## src/rtl/jpm_pkg.sv

```systemverilog
package jpm_pkg;

  localparam int MAX_JOINTS = 6;
  localparam int POS_W      = 24;
  localparam int JC_W       = 3;
  localparam logic [JC_W-1:0] JC_RESET = JC_W'(MAX_JOINTS);

  localparam int JIDX_W = (MAX_JOINTS > 1) ? $clog2(MAX_JOINTS) : 1;

  // second difference needs two extra bits; its square fits one bit short of double
  localparam int DIFF_W = POS_W + 2;
  localparam int PROD_W = 2 * DIFF_W - 1;
  localparam int SUM_W  = PROD_W + JIDX_W;
  localparam int ROOT_W = (SUM_W + 1) / 2;
  localparam int RAD_W  = 2 * ROOT_W;

  localparam int LEN_W    = 40;
  localparam int SMOOTH_W = 63;
  localparam int SEC_W    = 31;
  localparam int NSEC_W   = 30;

  localparam logic [LEN_W-1:0]    LEN_MAX    = '1;
  localparam logic [SMOOTH_W-1:0] SMOOTH_MAX = '1;

  typedef logic [MAX_JOINTS-1:0][POS_W-1:0] pos_vec_t;

  typedef struct packed {
    logic signed [POS_W-1:0] joint_pos_0;
    logic signed [POS_W-1:0] joint_pos_1;
    logic signed [POS_W-1:0] joint_pos_2;
    logic signed [POS_W-1:0] joint_pos_3;
    logic signed [POS_W-1:0] joint_pos_4;
    logic signed [POS_W-1:0] joint_pos_5;
    logic [SEC_W-1:0]        time_sec;
    logic [NSEC_W-1:0]       time_nanosec;
    logic                    last_point;
  } item_t;

  typedef struct packed {
    logic [LEN_W-1:0]    arc_length;
    logic [SMOOTH_W-1:0] smoothness;
    logic [SEC_W-1:0]    duration_sec;
    logic [NSEC_W-1:0]   duration_nanosec;
    logic                saturated;
  } result_t;

endpackage

```

## src/rtl/jpm_isqrt.sv

```systemverilog
module jpm_isqrt
  import jpm_pkg::*;
(
  input  logic              clk,
  input  logic              rst,
  input  logic              start,
  input  logic [RAD_W-1:0]  radicand,
  output logic              done,
  output logic [ROOT_W-1:0] root
);

  localparam int REM_W = ROOT_W + 3;
  localparam int CNT_W = (ROOT_W > 1) ? $clog2(ROOT_W) : 1;

  logic             busy;
  logic [CNT_W-1:0] cnt;
  logic [RAD_W-1:0] rad;
  logic [REM_W-1:0] rem;
  logic [REM_W-1:0] rem_sh;
  logic [REM_W-1:0] trial;
  logic             ge;

  // restoring digit recurrence, one root bit per cycle
  always_comb begin
    rem_sh = {rem[REM_W-3:0], rad[RAD_W-1:RAD_W-2]};
    trial  = {1'b0, root, 2'b01};
    ge     = (rem_sh >= trial);
  end

  always_ff @(posedge clk) begin
    if (rst) begin
      busy <= 1'b0;
      done <= 1'b0;
      cnt  <= '0;
    end else begin
      done <= 1'b0;
      if (start) begin
        busy <= 1'b1;
        cnt  <= '0;
      end else if (busy) begin
        cnt <= cnt + CNT_W'(1);
        if (cnt == CNT_W'(ROOT_W - 1)) begin
          busy <= 1'b0;
          done <= 1'b1;
        end
      end
    end
  end

  always_ff @(posedge clk) begin
    if (start) begin
      rad  <= radicand;
      rem  <= '0;
      root <= '0;
    end else if (busy) begin
      rad  <= {rad[RAD_W-3:0], 2'b00};
      rem  <= ge ? (rem_sh - trial) : rem_sh;
      root <= {root[ROOT_W-2:0], ge};
    end
  end

  a_start_idle: assert property (@(posedge clk) disable iff (rst) start |-> !busy)
    else $error("root unit restarted while busy");

endmodule

```

## src/rtl/jpm_sumsq.sv

```systemverilog
module jpm_sumsq
  import jpm_pkg::*;
(
  input  logic             clk,
  input  logic             rst,
  input  logic             start,
  input  logic [JC_W-1:0]  n,
  input  pos_vec_t         cur_pt,
  input  pos_vec_t         prev_pt,
  input  pos_vec_t         pbp_pt,
  output logic             done,
  output logic [SUM_W-1:0] sum1,
  output logic [SUM_W-1:0] sum2
);

  logic              run;
  logic [JIDX_W-1:0] j;
  logic              kind;
  logic              v1, k1, v2, k2;

  logic signed [DIFF_W-1:0]   c_x, p_x, b_x, d1, d2;
  logic signed [DIFF_W-1:0]   diff_r;
  logic signed [2*DIFF_W-1:0] prod_full;
  logic [PROD_W-1:0]          prod_r;
  logic                       in_use;

  always_comb begin
    c_x = {{2{cur_pt[j][POS_W-1]}}, cur_pt[j]};
    p_x = {{2{prev_pt[j][POS_W-1]}}, prev_pt[j]};
    b_x = {{2{pbp_pt[j][POS_W-1]}}, pbp_pt[j]};
    d1  = c_x - p_x;
    d2  = c_x - (p_x <<< 1) + b_x;
    in_use    = (JC_W'(j) < n);
    prod_full = diff_r * diff_r;
  end

  // issue: first and second difference of each joint in turn, then two stages
  always_ff @(posedge clk) begin
    if (rst) begin
      run  <= 1'b0;
      j    <= '0;
      kind <= 1'b0;
      v1   <= 1'b0;
      k1   <= 1'b0;
      v2   <= 1'b0;
      k2   <= 1'b0;
      done <= 1'b0;
    end else begin
      v1   <= run;
      k1   <= kind;
      v2   <= v1;
      k2   <= k1;
      done <= v2 && !v1 && !run;
      if (start) begin
        run  <= 1'b1;
        j    <= '0;
        kind <= 1'b0;
      end else if (run) begin
        if (kind) begin
          kind <= 1'b0;
          if (j == JIDX_W'(MAX_JOINTS - 1)) begin
            run <= 1'b0;
          end else begin
            j <= j + JIDX_W'(1);
          end
        end else begin
          kind <= 1'b1;
        end
      end
    end
  end

  always_ff @(posedge clk) begin
    diff_r <= in_use ? (kind ? d2 : d1) : '0;
    prod_r <= prod_full[PROD_W-1:0];
    if (start) begin
      sum1 <= '0;
      sum2 <= '0;
    end else if (v2) begin
      if (k2) begin
        sum2 <= sum2 + SUM_W'(prod_r);
      end else begin
        sum1 <= sum1 + SUM_W'(prod_r);
      end
    end
  end

  a_start_empty: assert property (@(posedge clk) disable iff (rst)
    start |-> !run && !v1 && !v2)
    else $error("sum-of-squares restarted with work in flight");

endmodule

```

## src/rtl/joint_path_metrics_top.sv

```systemverilog
// Joint trajectory metrics: path length and smoothness, one waypoint per item.
// Input channel item_valid/item_ready carries one waypoint (six Q4.20 joint
// positions, time stamp, last_point). Output channel result_valid/result_ready
// carries one result per trajectory, on the waypoint marked last_point.
// cfg_wr_en/cfg_wr_data set the number of joints in use; write it while idle.
// Each item passes in order through capture, 12 squaring passes through the one
// shared multiplier plus 2 pipeline stages, hand-over, 27 root steps of the
// integer square root, the accumulator update and the return to idle.
// item_ready is low meanwhile, so no new item is accepted until the last one
// is through.
// The result sits in an output register; the next item is accepted while it
// waits. If the receiver stalls and a further last_point item completes, that
// item holds in its update step until the register is taken.
// Reset (synchronous, rst high) clears the accumulators, the point count,
// the saturation flag and the output valid, and sets the joint count to six.
module joint_path_metrics_top
  import jpm_pkg::*;
(
  input  logic            clk,
  input  logic            rst,
  input  logic            cfg_wr_en,
  input  logic [JC_W-1:0] cfg_wr_data,
  input  logic            item_valid,
  output logic            item_ready,
  input  item_t           item,
  output logic            result_valid,
  input  logic            result_ready,
  output result_t         result
);

  localparam logic [1:0] ST_IDLE = 2'd0;
  localparam logic [1:0] ST_SQ   = 2'd1;
  localparam logic [1:0] ST_ROOT = 2'd2;
  localparam logic [1:0] ST_UPD  = 2'd3;

  logic [1:0]          state;
  logic [JC_W-1:0]     jc;
  logic [JC_W-1:0]     n;
  item_t               item_r;
  pos_vec_t            cur_pt, prev_pt, pbp_pt;
  logic [1:0]          points_seen;
  logic [LEN_W-1:0]    len_acc;
  logic [SMOOTH_W-1:0] sm_acc;
  logic                ovf;

  logic                accept;
  logic                sq_done, rt_start, rt_done, upd_go;
  logic [SUM_W-1:0]    sum1, sum2;
  logic [ROOT_W-1:0]   root;

  logic [LEN_W:0]      len_sum;
  logic [SMOOTH_W:0]   sm_sum;
  logic                len_ovf, sm_ovf;
  logic [LEN_W-1:0]    len_new;
  logic [SMOOTH_W-1:0] sm_new;

  assign item_ready = (state == ST_IDLE);
  assign accept     = item_valid && item_ready;
  assign rt_start   = (state == ST_SQ) && sq_done;
  assign upd_go     = (state == ST_UPD) &&
                      (!item_r.last_point || !result_valid || result_ready);
  assign n = (jc > JC_W'(MAX_JOINTS)) ? JC_W'(MAX_JOINTS) : jc;

  always_comb begin
    cur_pt[0] = item_r.joint_pos_0;
    cur_pt[1] = item_r.joint_pos_1;
    cur_pt[2] = item_r.joint_pos_2;
    cur_pt[3] = item_r.joint_pos_3;
    cur_pt[4] = item_r.joint_pos_4;
    cur_pt[5] = item_r.joint_pos_5;
  end

  jpm_sumsq u_sumsq (
    .clk     (clk),
    .rst     (rst),
    .start   (accept),
    .n       (n),
    .cur_pt  (cur_pt),
    .prev_pt (prev_pt),
    .pbp_pt  (pbp_pt),
    .done    (sq_done),
    .sum1    (sum1),
    .sum2    (sum2)
  );

  jpm_isqrt u_isqrt (
    .clk      (clk),
    .rst      (rst),
    .start    (rt_start),
    .radicand (RAD_W'(sum1)),
    .done     (rt_done),
    .root     (root)
  );

  // segment length needs one earlier point, second difference needs two
  always_comb begin
    len_sum = {1'b0, len_acc} + (LEN_W + 1)'(root);
    sm_sum  = {1'b0, sm_acc} + (SMOOTH_W + 1)'(sum2);
    len_ovf = (points_seen != 2'd0) && len_sum[LEN_W];
    sm_ovf  = points_seen[1] && sm_sum[SMOOTH_W];
    if (points_seen == 2'd0) begin
      len_new = len_acc;
    end else begin
      len_new = len_ovf ? LEN_MAX : len_sum[LEN_W-1:0];
    end
    if (!points_seen[1]) begin
      sm_new = sm_acc;
    end else begin
      sm_new = sm_ovf ? SMOOTH_MAX : sm_sum[SMOOTH_W-1:0];
    end
  end

  always_ff @(posedge clk) begin
    if (rst) begin
      state        <= ST_IDLE;
      jc           <= JC_RESET;
      points_seen  <= 2'd0;
      len_acc      <= '0;
      sm_acc       <= '0;
      ovf          <= 1'b0;
      result_valid <= 1'b0;
    end else begin
      if (cfg_wr_en) begin
        jc <= cfg_wr_data;
      end
      if (result_valid && result_ready) begin
        result_valid <= 1'b0;
      end
      case (state)
        ST_IDLE: begin
          if (accept) state <= ST_SQ;
        end
        ST_SQ: begin
          if (sq_done) state <= ST_ROOT;
        end
        ST_ROOT: begin
          if (rt_done) state <= ST_UPD;
        end
        ST_UPD: begin
          if (upd_go) begin
            state <= ST_IDLE;
            if (item_r.last_point) begin
              result_valid <= 1'b1;
              points_seen  <= 2'd0;
              len_acc      <= '0;
              sm_acc       <= '0;
              ovf          <= 1'b0;
            end else begin
              len_acc <= len_new;
              sm_acc  <= sm_new;
              ovf     <= ovf || len_ovf || sm_ovf;
              if (points_seen != 2'd3) points_seen <= points_seen + 2'd1;
            end
          end
        end
        default: state <= ST_IDLE;
      endcase
    end
  end

  always_ff @(posedge clk) begin
    if (accept) begin
      item_r <= item;
    end
    if (upd_go) begin
      pbp_pt  <= prev_pt;
      prev_pt <= cur_pt;
      if (item_r.last_point) begin
        result.arc_length       <= len_new;
        result.smoothness       <= sm_new;
        result.duration_sec     <= item_r.time_sec;
        result.duration_nanosec <= item_r.time_nanosec;
        result.saturated        <= ovf || len_ovf || sm_ovf;
      end
    end
  end

  // a clamped accumulator stays at its maximum for the rest of the trajectory
  a_sat_at_max: assert property (@(posedge clk) disable iff (rst)
    result_valid && result.saturated |->
      (result.arc_length == LEN_MAX) || (result.smoothness == SMOOTH_MAX))
    else $error("saturated result without a clamped total");

  a_one_item: assert property (@(posedge clk) disable iff (rst)
    item_valid && item_ready |=> !item_ready)
    else $error("second item taken while one is in progress");

endmodule
```

## config.mk

```make
export PLATFORM = sky130hd
export DESIGN_NAME = joint_path_metrics_top
export DESIGN_NICKNAME = d
export VERILOG_FILES = /design/src/rtl/jpm_pkg.sv /design/src/rtl/jpm_isqrt.sv /design/src/rtl/jpm_sumsq.sv /design/src/rtl/joint_path_metrics_top.sv
export SDC_FILE = /design/constraint.sdc
export NUM_CORES = 2
export LEC_CHECK = 0
export ABC_CLOCK_PERIOD_IN_PS = 14250
export BUFFER_PORTS_ARGS = -buffer_cell sky130_fd_sc_hd__buf_2
export CAP_MARGIN = 20
export CELL_PAD_IN_SITES_DETAIL_PLACEMENT = 0
export CELL_PAD_IN_SITES_GLOBAL_PLACEMENT = 1
export CORE_ASPECT_RATIO = 0.7
export CORE_MARGIN = 8
export CORE_UTILIZATION = 40
export CTS_BUF_LIST = sky130_fd_sc_hd__clkbuf_4 sky130_fd_sc_hd__clkbuf_8 sky130_fd_sc_hd__clkbuf_16
export CTS_CLUSTER_SIZE = 12
export DETAILED_ROUTE_END_ITERATION = 7
export MAX_ROUTING_LAYER = met4
export PLACE_DENSITY_LB_ADDON = 0.1
export SLEW_MARGIN = 5
export SYNTH_ARGS = -nofsm -noshare
export SYNTH_HDL_FRONTEND = slang
export SYNTH_SLANG_ARGS = --single-unit
```

## constraint.sdc

```tcl
create_clock -name clk -period 14.25 [get_ports clk]
set_clock_uncertainty 0.2 [all_clocks]
set_input_delay 2.85 -clock clk [delete_from_list [all_inputs] [get_ports clk]]
set_output_delay 2.85 -clock clk [all_outputs]
set_load 0.01 [all_outputs]
```

# Word level (Yosys, flattened, before mapping)
# Index checks and enable logic that the tools add are counted.
[op_classes] add_sub_neg=11 mul=1 order_cmp=4 eq_ne=10 muxes=38 n_bitwise=3 reduce_logical=31
[op_table] op="$bmux 24 s3" n=3
[op_table] op="$mux 63" n=3
[op_table] op="$mux 40" n=3
[op_table] op="$add 54x51->54" n=2
[op_table] op="$mux 54" n=2
[op_table] op="$mux 24" n=3
[op_table] op="$add 63x54->64" n=1
[op_table] op="$mul 26x26->51" n=1
[op_table] op="$add 40x27->41" n=1
[op_table] op="$ge 30x29->1" n=1
[op_table] op="$mux 28" n=1
[op_table] op="$sub 28x28->28" n=1
[op_table] op="$add 26x24->26" n=1
[op_table] op="$mux 26" n=1
[op_table] op="$sub 24x25->26" n=1
[op_table] op="$sub 24x24->25" n=1
[op_table] op="$mux 1" n=14
[op_table] op="$mux 2" n=6
[op_table] op="$logic_and 1x1->1" n=8
[op_table] op="$pmux 2 s4" n=1
[op_table] op="$reduce_and 2->1" n=4
[op_table] op="$ne 2x1->1 const B" n=3
[op_table] op="$reduce_and 3->1" n=2
[op_table] op="$reduce_bool 2->1" n=3
[op_table] op="19 further kinds" n=31
[totals] reg_bits=1082 input_bits=214 output_inout_bits=167 elab_cells=149

# Longest topological paths before layout
[depth] word_depth=6 ltp_mapped=30 depth_no_buf=28

# Modules after synthesis
# A second synthesis with hierarchy kept.
[unflattened] hier_cells=7182 hier_area_um2=76056.7
[by_module_without_submodules] mod="jpm_sumsq" instances=1 cells_each=4502 area_per_inst_um2=39613.0 seq_area_each_um2=3883.7
[by_module_without_submodules] mod="joint_path_metrics_top" instances=1 cells_each=2078 area_per_inst_um2=30132.6 seq_area_each_um2=22031.1
[by_module_without_submodules] mod="jpm_isqrt" instances=1 cells_each=602 area_per_inst_um2=6311.1 seq_area_each_um2=2862.7

# Worst setup path before layout
# OpenSTA, ideal clock, no wires.
[synth_timing] path_kind="input to register" from="input result_ready" to="register len_acc[2]" t_arrival_ns=10.789 required_ns=13.914 path_slack_ns=3.125 stages=5 n_path_buf=0 cell_sequence="and2b_2 > nor2_1 > nor2_1 > o21ai_0 > a31oi_1"
[synth_between] elab_chain_len=3
[synth_lines] item="start: declaration" line_no="joint_path_metrics_top.sv:27" text="input logic result_ready,"
[synth_lines] item="$logic_or 1x1->1" line_no="joint_path_metrics_top.sv:61" text="(!item_r.last_point || !result_valid || result_ready);"
[synth_lines] item="$logic_and 1x1->1" line_no="joint_path_metrics_top.sv:60" text="assign upd_go = (state == ST_UPD) &&"
[synth_lines] item="$reduce_and 2->1 (no line)"
[synth_lines] item="end signal: assignment" line_no="joint_path_metrics_top.sv:149" text="len_acc <= len_new;"
[synth_lines] item="end: declaration" line_no="joint_path_metrics_top.sv:42" text="logic [LEN_W-1:0] len_acc;"
# Every way passes these cells.
# A chain may end at the register's enable or synchronous reset.

# Worst setup path in the final report
[layout_timing] from="register u_sumsq.diff_r[2]" to="register u_sumsq.prod_r[47]"
[layout_between] elab_chain_len=1
[layout_lines] item="start: declaration" line_no="jpm_sumsq.sv:22" text="logic signed [DIFF_W-1:0] diff_r;"
[layout_lines] item="start signal: assignment" line_no="jpm_sumsq.sv:74" text="diff_r <= in_use ? (kind ? d2 : d1) : '0;"
[layout_lines] item="$mul 26x26->51" line_no="jpm_sumsq.sv:34" text="prod_full = diff_r * diff_r;"
[layout_lines] item="via u_sumsq.prod_full[47]" line_no="jpm_sumsq.sv:23" text="logic signed [2*DIFF_W-1:0] prod_full;"
[layout_lines] item="end signal: assignment" line_no="jpm_sumsq.sv:75" text="prod_r <= prod_full[PROD_W-1:0];"
[layout_lines] item="end: declaration" line_no="jpm_sumsq.sv:24" text="logic [PROD_W-1:0] prod_r;"
# The timed path passes the listed nets, and every way through them passes these cells.

==> results.json <==
{
  "status": "finished, final reports clean",
  "netlist_top_cells_area": "edfxtp_1 28%, fa_1 18%, dfxtp_1 9.7%, ha_1 7.0%, inv_1 4.9%",
  "ys_seq_area_share_pct": 38.0,
  "finalSetupViolCount": 0,
  "cts_made_buffers": 115,
  "period_share_pct": 56.9,
  "avgSynthCellArea_um2": 10.5,
  "layout-drive-gt1-share_pct": 11.0,
  "finalNonFillerCells": 10059,
  "whs_path_depth": 0,
  "cts-root-buf": "clkbuf_16",
  "ys_warn_count": 0,
  "wirelength_um": 222000,
  "tightest_slew_ps": 1020,
  "first_iter_violations": 3686,
  "yosys_register_bits": 1081,
  "worstReg2RegEnd": "u_sumsq.prod_r[47]",
  "antenna_found_initial": 28,
  "dp_cells": 9845,
  "syn_area_um2": 75700,
  "endpoint_kind": "register",
  "grt_pass1_vias": 52855,
  "vias_per_cell": 5.20,
  "yosysTopAreaCell": "edfxtp_1",
  "grt_pass1_wl_um": 336000,
  "reg2regPathDepth": 26,
  "syn_inst": 7187,
  "r2r_start": "u_sumsq.diff_r[2]",
  "port_buffers": 380,
  "grt_usage_pct": 22.0,
  "synth_edf_count": 713,
  "gr-total-overflow": 0,
  "yosysUniqueCellTypes": 111,
  "finalCriticalPeriod_ps": 8110,
  "die_h_um": 380,
  "critPathKind": "register to register",
  "cts_buffer_depth": 3,
  "crit_path_max_fanout": 13,
  "clk_latency_ps": 760,
  "rrSetupSlack_ps": 6140,
  "rsz0062_at_grt": "false",
  "min_delay_worst_endpoint": "result[9]",
  "syn_to_final_growth_pct": 10.9,
  "hpwlAfterDp_um": 172000,
  "dieArea_um2": 204000,
  "cap_violations": 0,
  "syn_nets": 8499,
  "cts_tree": "built",
  "hold_path_class": "register to register",
  "fmax_ghz": 0.123,
  "synth_top_cell_area_share_pct": 28.3,
  "cts_resized": 0,
  "drc": 0,
  "synth.most_common_cell": "inv_1",
  "hold_path.startpoint": "item_r[9]",
  "post_drt_wl_per_cell_um": 22.0,
  "async_flop_share_pct": 0,
  "detail_route.first_pass.iterations": 5,
  "vias": 52292,
  "cts_hold_buf": 0,
  "worstPathRequired_ps": 14680,
  "drv_slew": 0,
  "cts_max_level": 3,
  "die_x_um": 536,
  "start_kind": "register",
  "cts_sinks": 1081,
  "grt_max_degree": 167,
  "initial_utilization_pct": 40.3,
  "io_pins": 381,
  "arrival_ps": 8540,
  "gp_congestion": 0.892,
  "cts_setup_buffers": 0,
  "synthTopCellsByCount": "996 x inv_1, 713 x edfxtp_1, 709 x nand2_1, 674 x fa_1, 539 x a21oi_1",
  "row_count": 133,
  "yosys_most_used_dff": "edfxtp_1",
  "hold_viol": 0,
  "core_region_area_um2": 188000,
  "drtAntennaViolNets": 0,
  "finalSetupTns_ps": 0,
  "final_nets": 8777,
  "clk_pin_slew_ps": 70,
  "max_slew_margin_pct": 32.3
}
[worst max-delay path, cell delays in order (launching register included)]
cell and delay [ps]:
dfxtp_1 680, buf_4 330, inv_1 210, nor2_1 290, fa_1 470, inv_1 90, fa_1 420, fa_1 580
inv_1 60, fa_1 500, inv_1 50, fa_1 570, fa_1 430, fa_1 490, inv_1 40, ha_1 360
nand4_1 140, nand2b_1 210, or3_1 310, o32a_1 290, a21oi_1 250, a221o_1 260, a31o_2 220, nand3_1 110
o21ai_0 200, a21oi_1 110, xnor2_1 130
[layout by cell type (no fill, tap or decap), types with 20 or more instances in the layout]
cell type	instances
mux2i_1	113
mux4_2	72
o21ai_0	203
buf_4	62
mux2_2	22
nor3_1	69
nand2b_1	39
a21o_1	181
xor2_1	114
buf_2	380
o21bai_1	61
a31oi_1	58
or3_1	20
and2_1	163
o21ai_1	24
o211ai_1	24
nand4_1	55
nor2_1	470
clkbuf_16	117
ha_1	424
a22o_1	67
dfxtp_1	362
fa_1	674
o21a_1	54
edfxtp_1	713
clkbuf_4	36
and3_1	39
nand2_1	707
inv_1	994
nand3_1	74
a21oi_1	539
a211oi_1	53
nor2b_1	60
xnor2_1	188
[worst max path at each step]
stage / from / endpoint / slack, ps / depth (start not counted)
final: u_sumsq.diff_r[2] / u_sumsq.prod_r[47] / 6140 / 26
after detailed placement: u_sumsq.diff_r[2] / u_sumsq.prod_r[47] / 6140 / 26
after global placement: u_sumsq.diff_r[2] / u_sumsq.prod_r[43] / 6280 / 26
after global routing: u_sumsq.diff_r[2] / u_sumsq.prod_r[44] / 5630 / 24
after floorplan: result_ready / len_acc[2] / 3120 / 5
after CTS: u_sumsq.diff_r[2] / u_sumsq.prod_r[47] / 6140 / 26
[cell families (layout without fill, tap and decap cells)]
kind of cell / Yosys count / after routing / share of synthesized area, %
AND/OR/NAND/NOR: 1769 / 1769 / 10.6
buffers and inverters: 1282 / 1647 / 6.57
other: 0 / 10 / 0
flip-flops: 1081 / 1081 / 38.0
XOR/XNOR: 302 / 302 / 3.49
multiplexers: 207 / 207 / 3.96
AO/OA/AOI/OAI: 1448 / 1448 / 12.5
adder cells (fa/ha/maj): 1098 / 1098 / 24.8
[registers in the layout, indices dropped and copies added, names as in the netlist, 62 cells and up]
register / cells
cur_pt: 144
item_r: 62
pbp_pt: 144
prev_pt: 144
result: 165
sm_acc: 63
[per-stage QoR]
step / hold WS [ps] / setup slack (ps) / utilization [%] / area, um^2
2_1_floorplan: 190 / 3120 / - / 75700
3_3_place_gp: 193 / 6280 / 42.6 / 80100
3_5_place_dp: 205 / 6140 / 42.6 / 80100
4_1_cts: 198 / 6140 / 44.7 / 84000
5_1_grt: 203 / 5630 / 44.7 / 84000
6_report: 201 / 6140 / 44.7 / 84000
[per-layer routing]
| metal | track usage [%] | vias to the layer above | routed length, um |
|---|---|---|---|
| li1 | - | 24985 | - |
| met1 | 32.6 | 25798 | 112000 |
| met2 | 30.7 | 1281 | 91500 |
| met3 | 4.73 | 228 | 13700 |
| met4 | 4.50 | 0 | 4660 |
| met5 | - | - | 0 |
[cell type report]
| type | count | area (um^2) |
|---|---|---|
| well taps | 2497 | 3120 |
| clock inverters | 40 | 517 |
| repair buffers | 444 | 2410 |
| diodes | 10 | 25.0 |
| fillers | 17734 | 104000 |
| clock buffers | 164 | 3350 |
| inverters | 999 | 3770 |
| multi-input cells | 4824 | 42000 |
| flip-flops and latches | 1081 | 28800 |
Power is left out: the tool's default activity adds up to more than one toggle a clock period on the data nets, which glitch-free logic cannot reach.
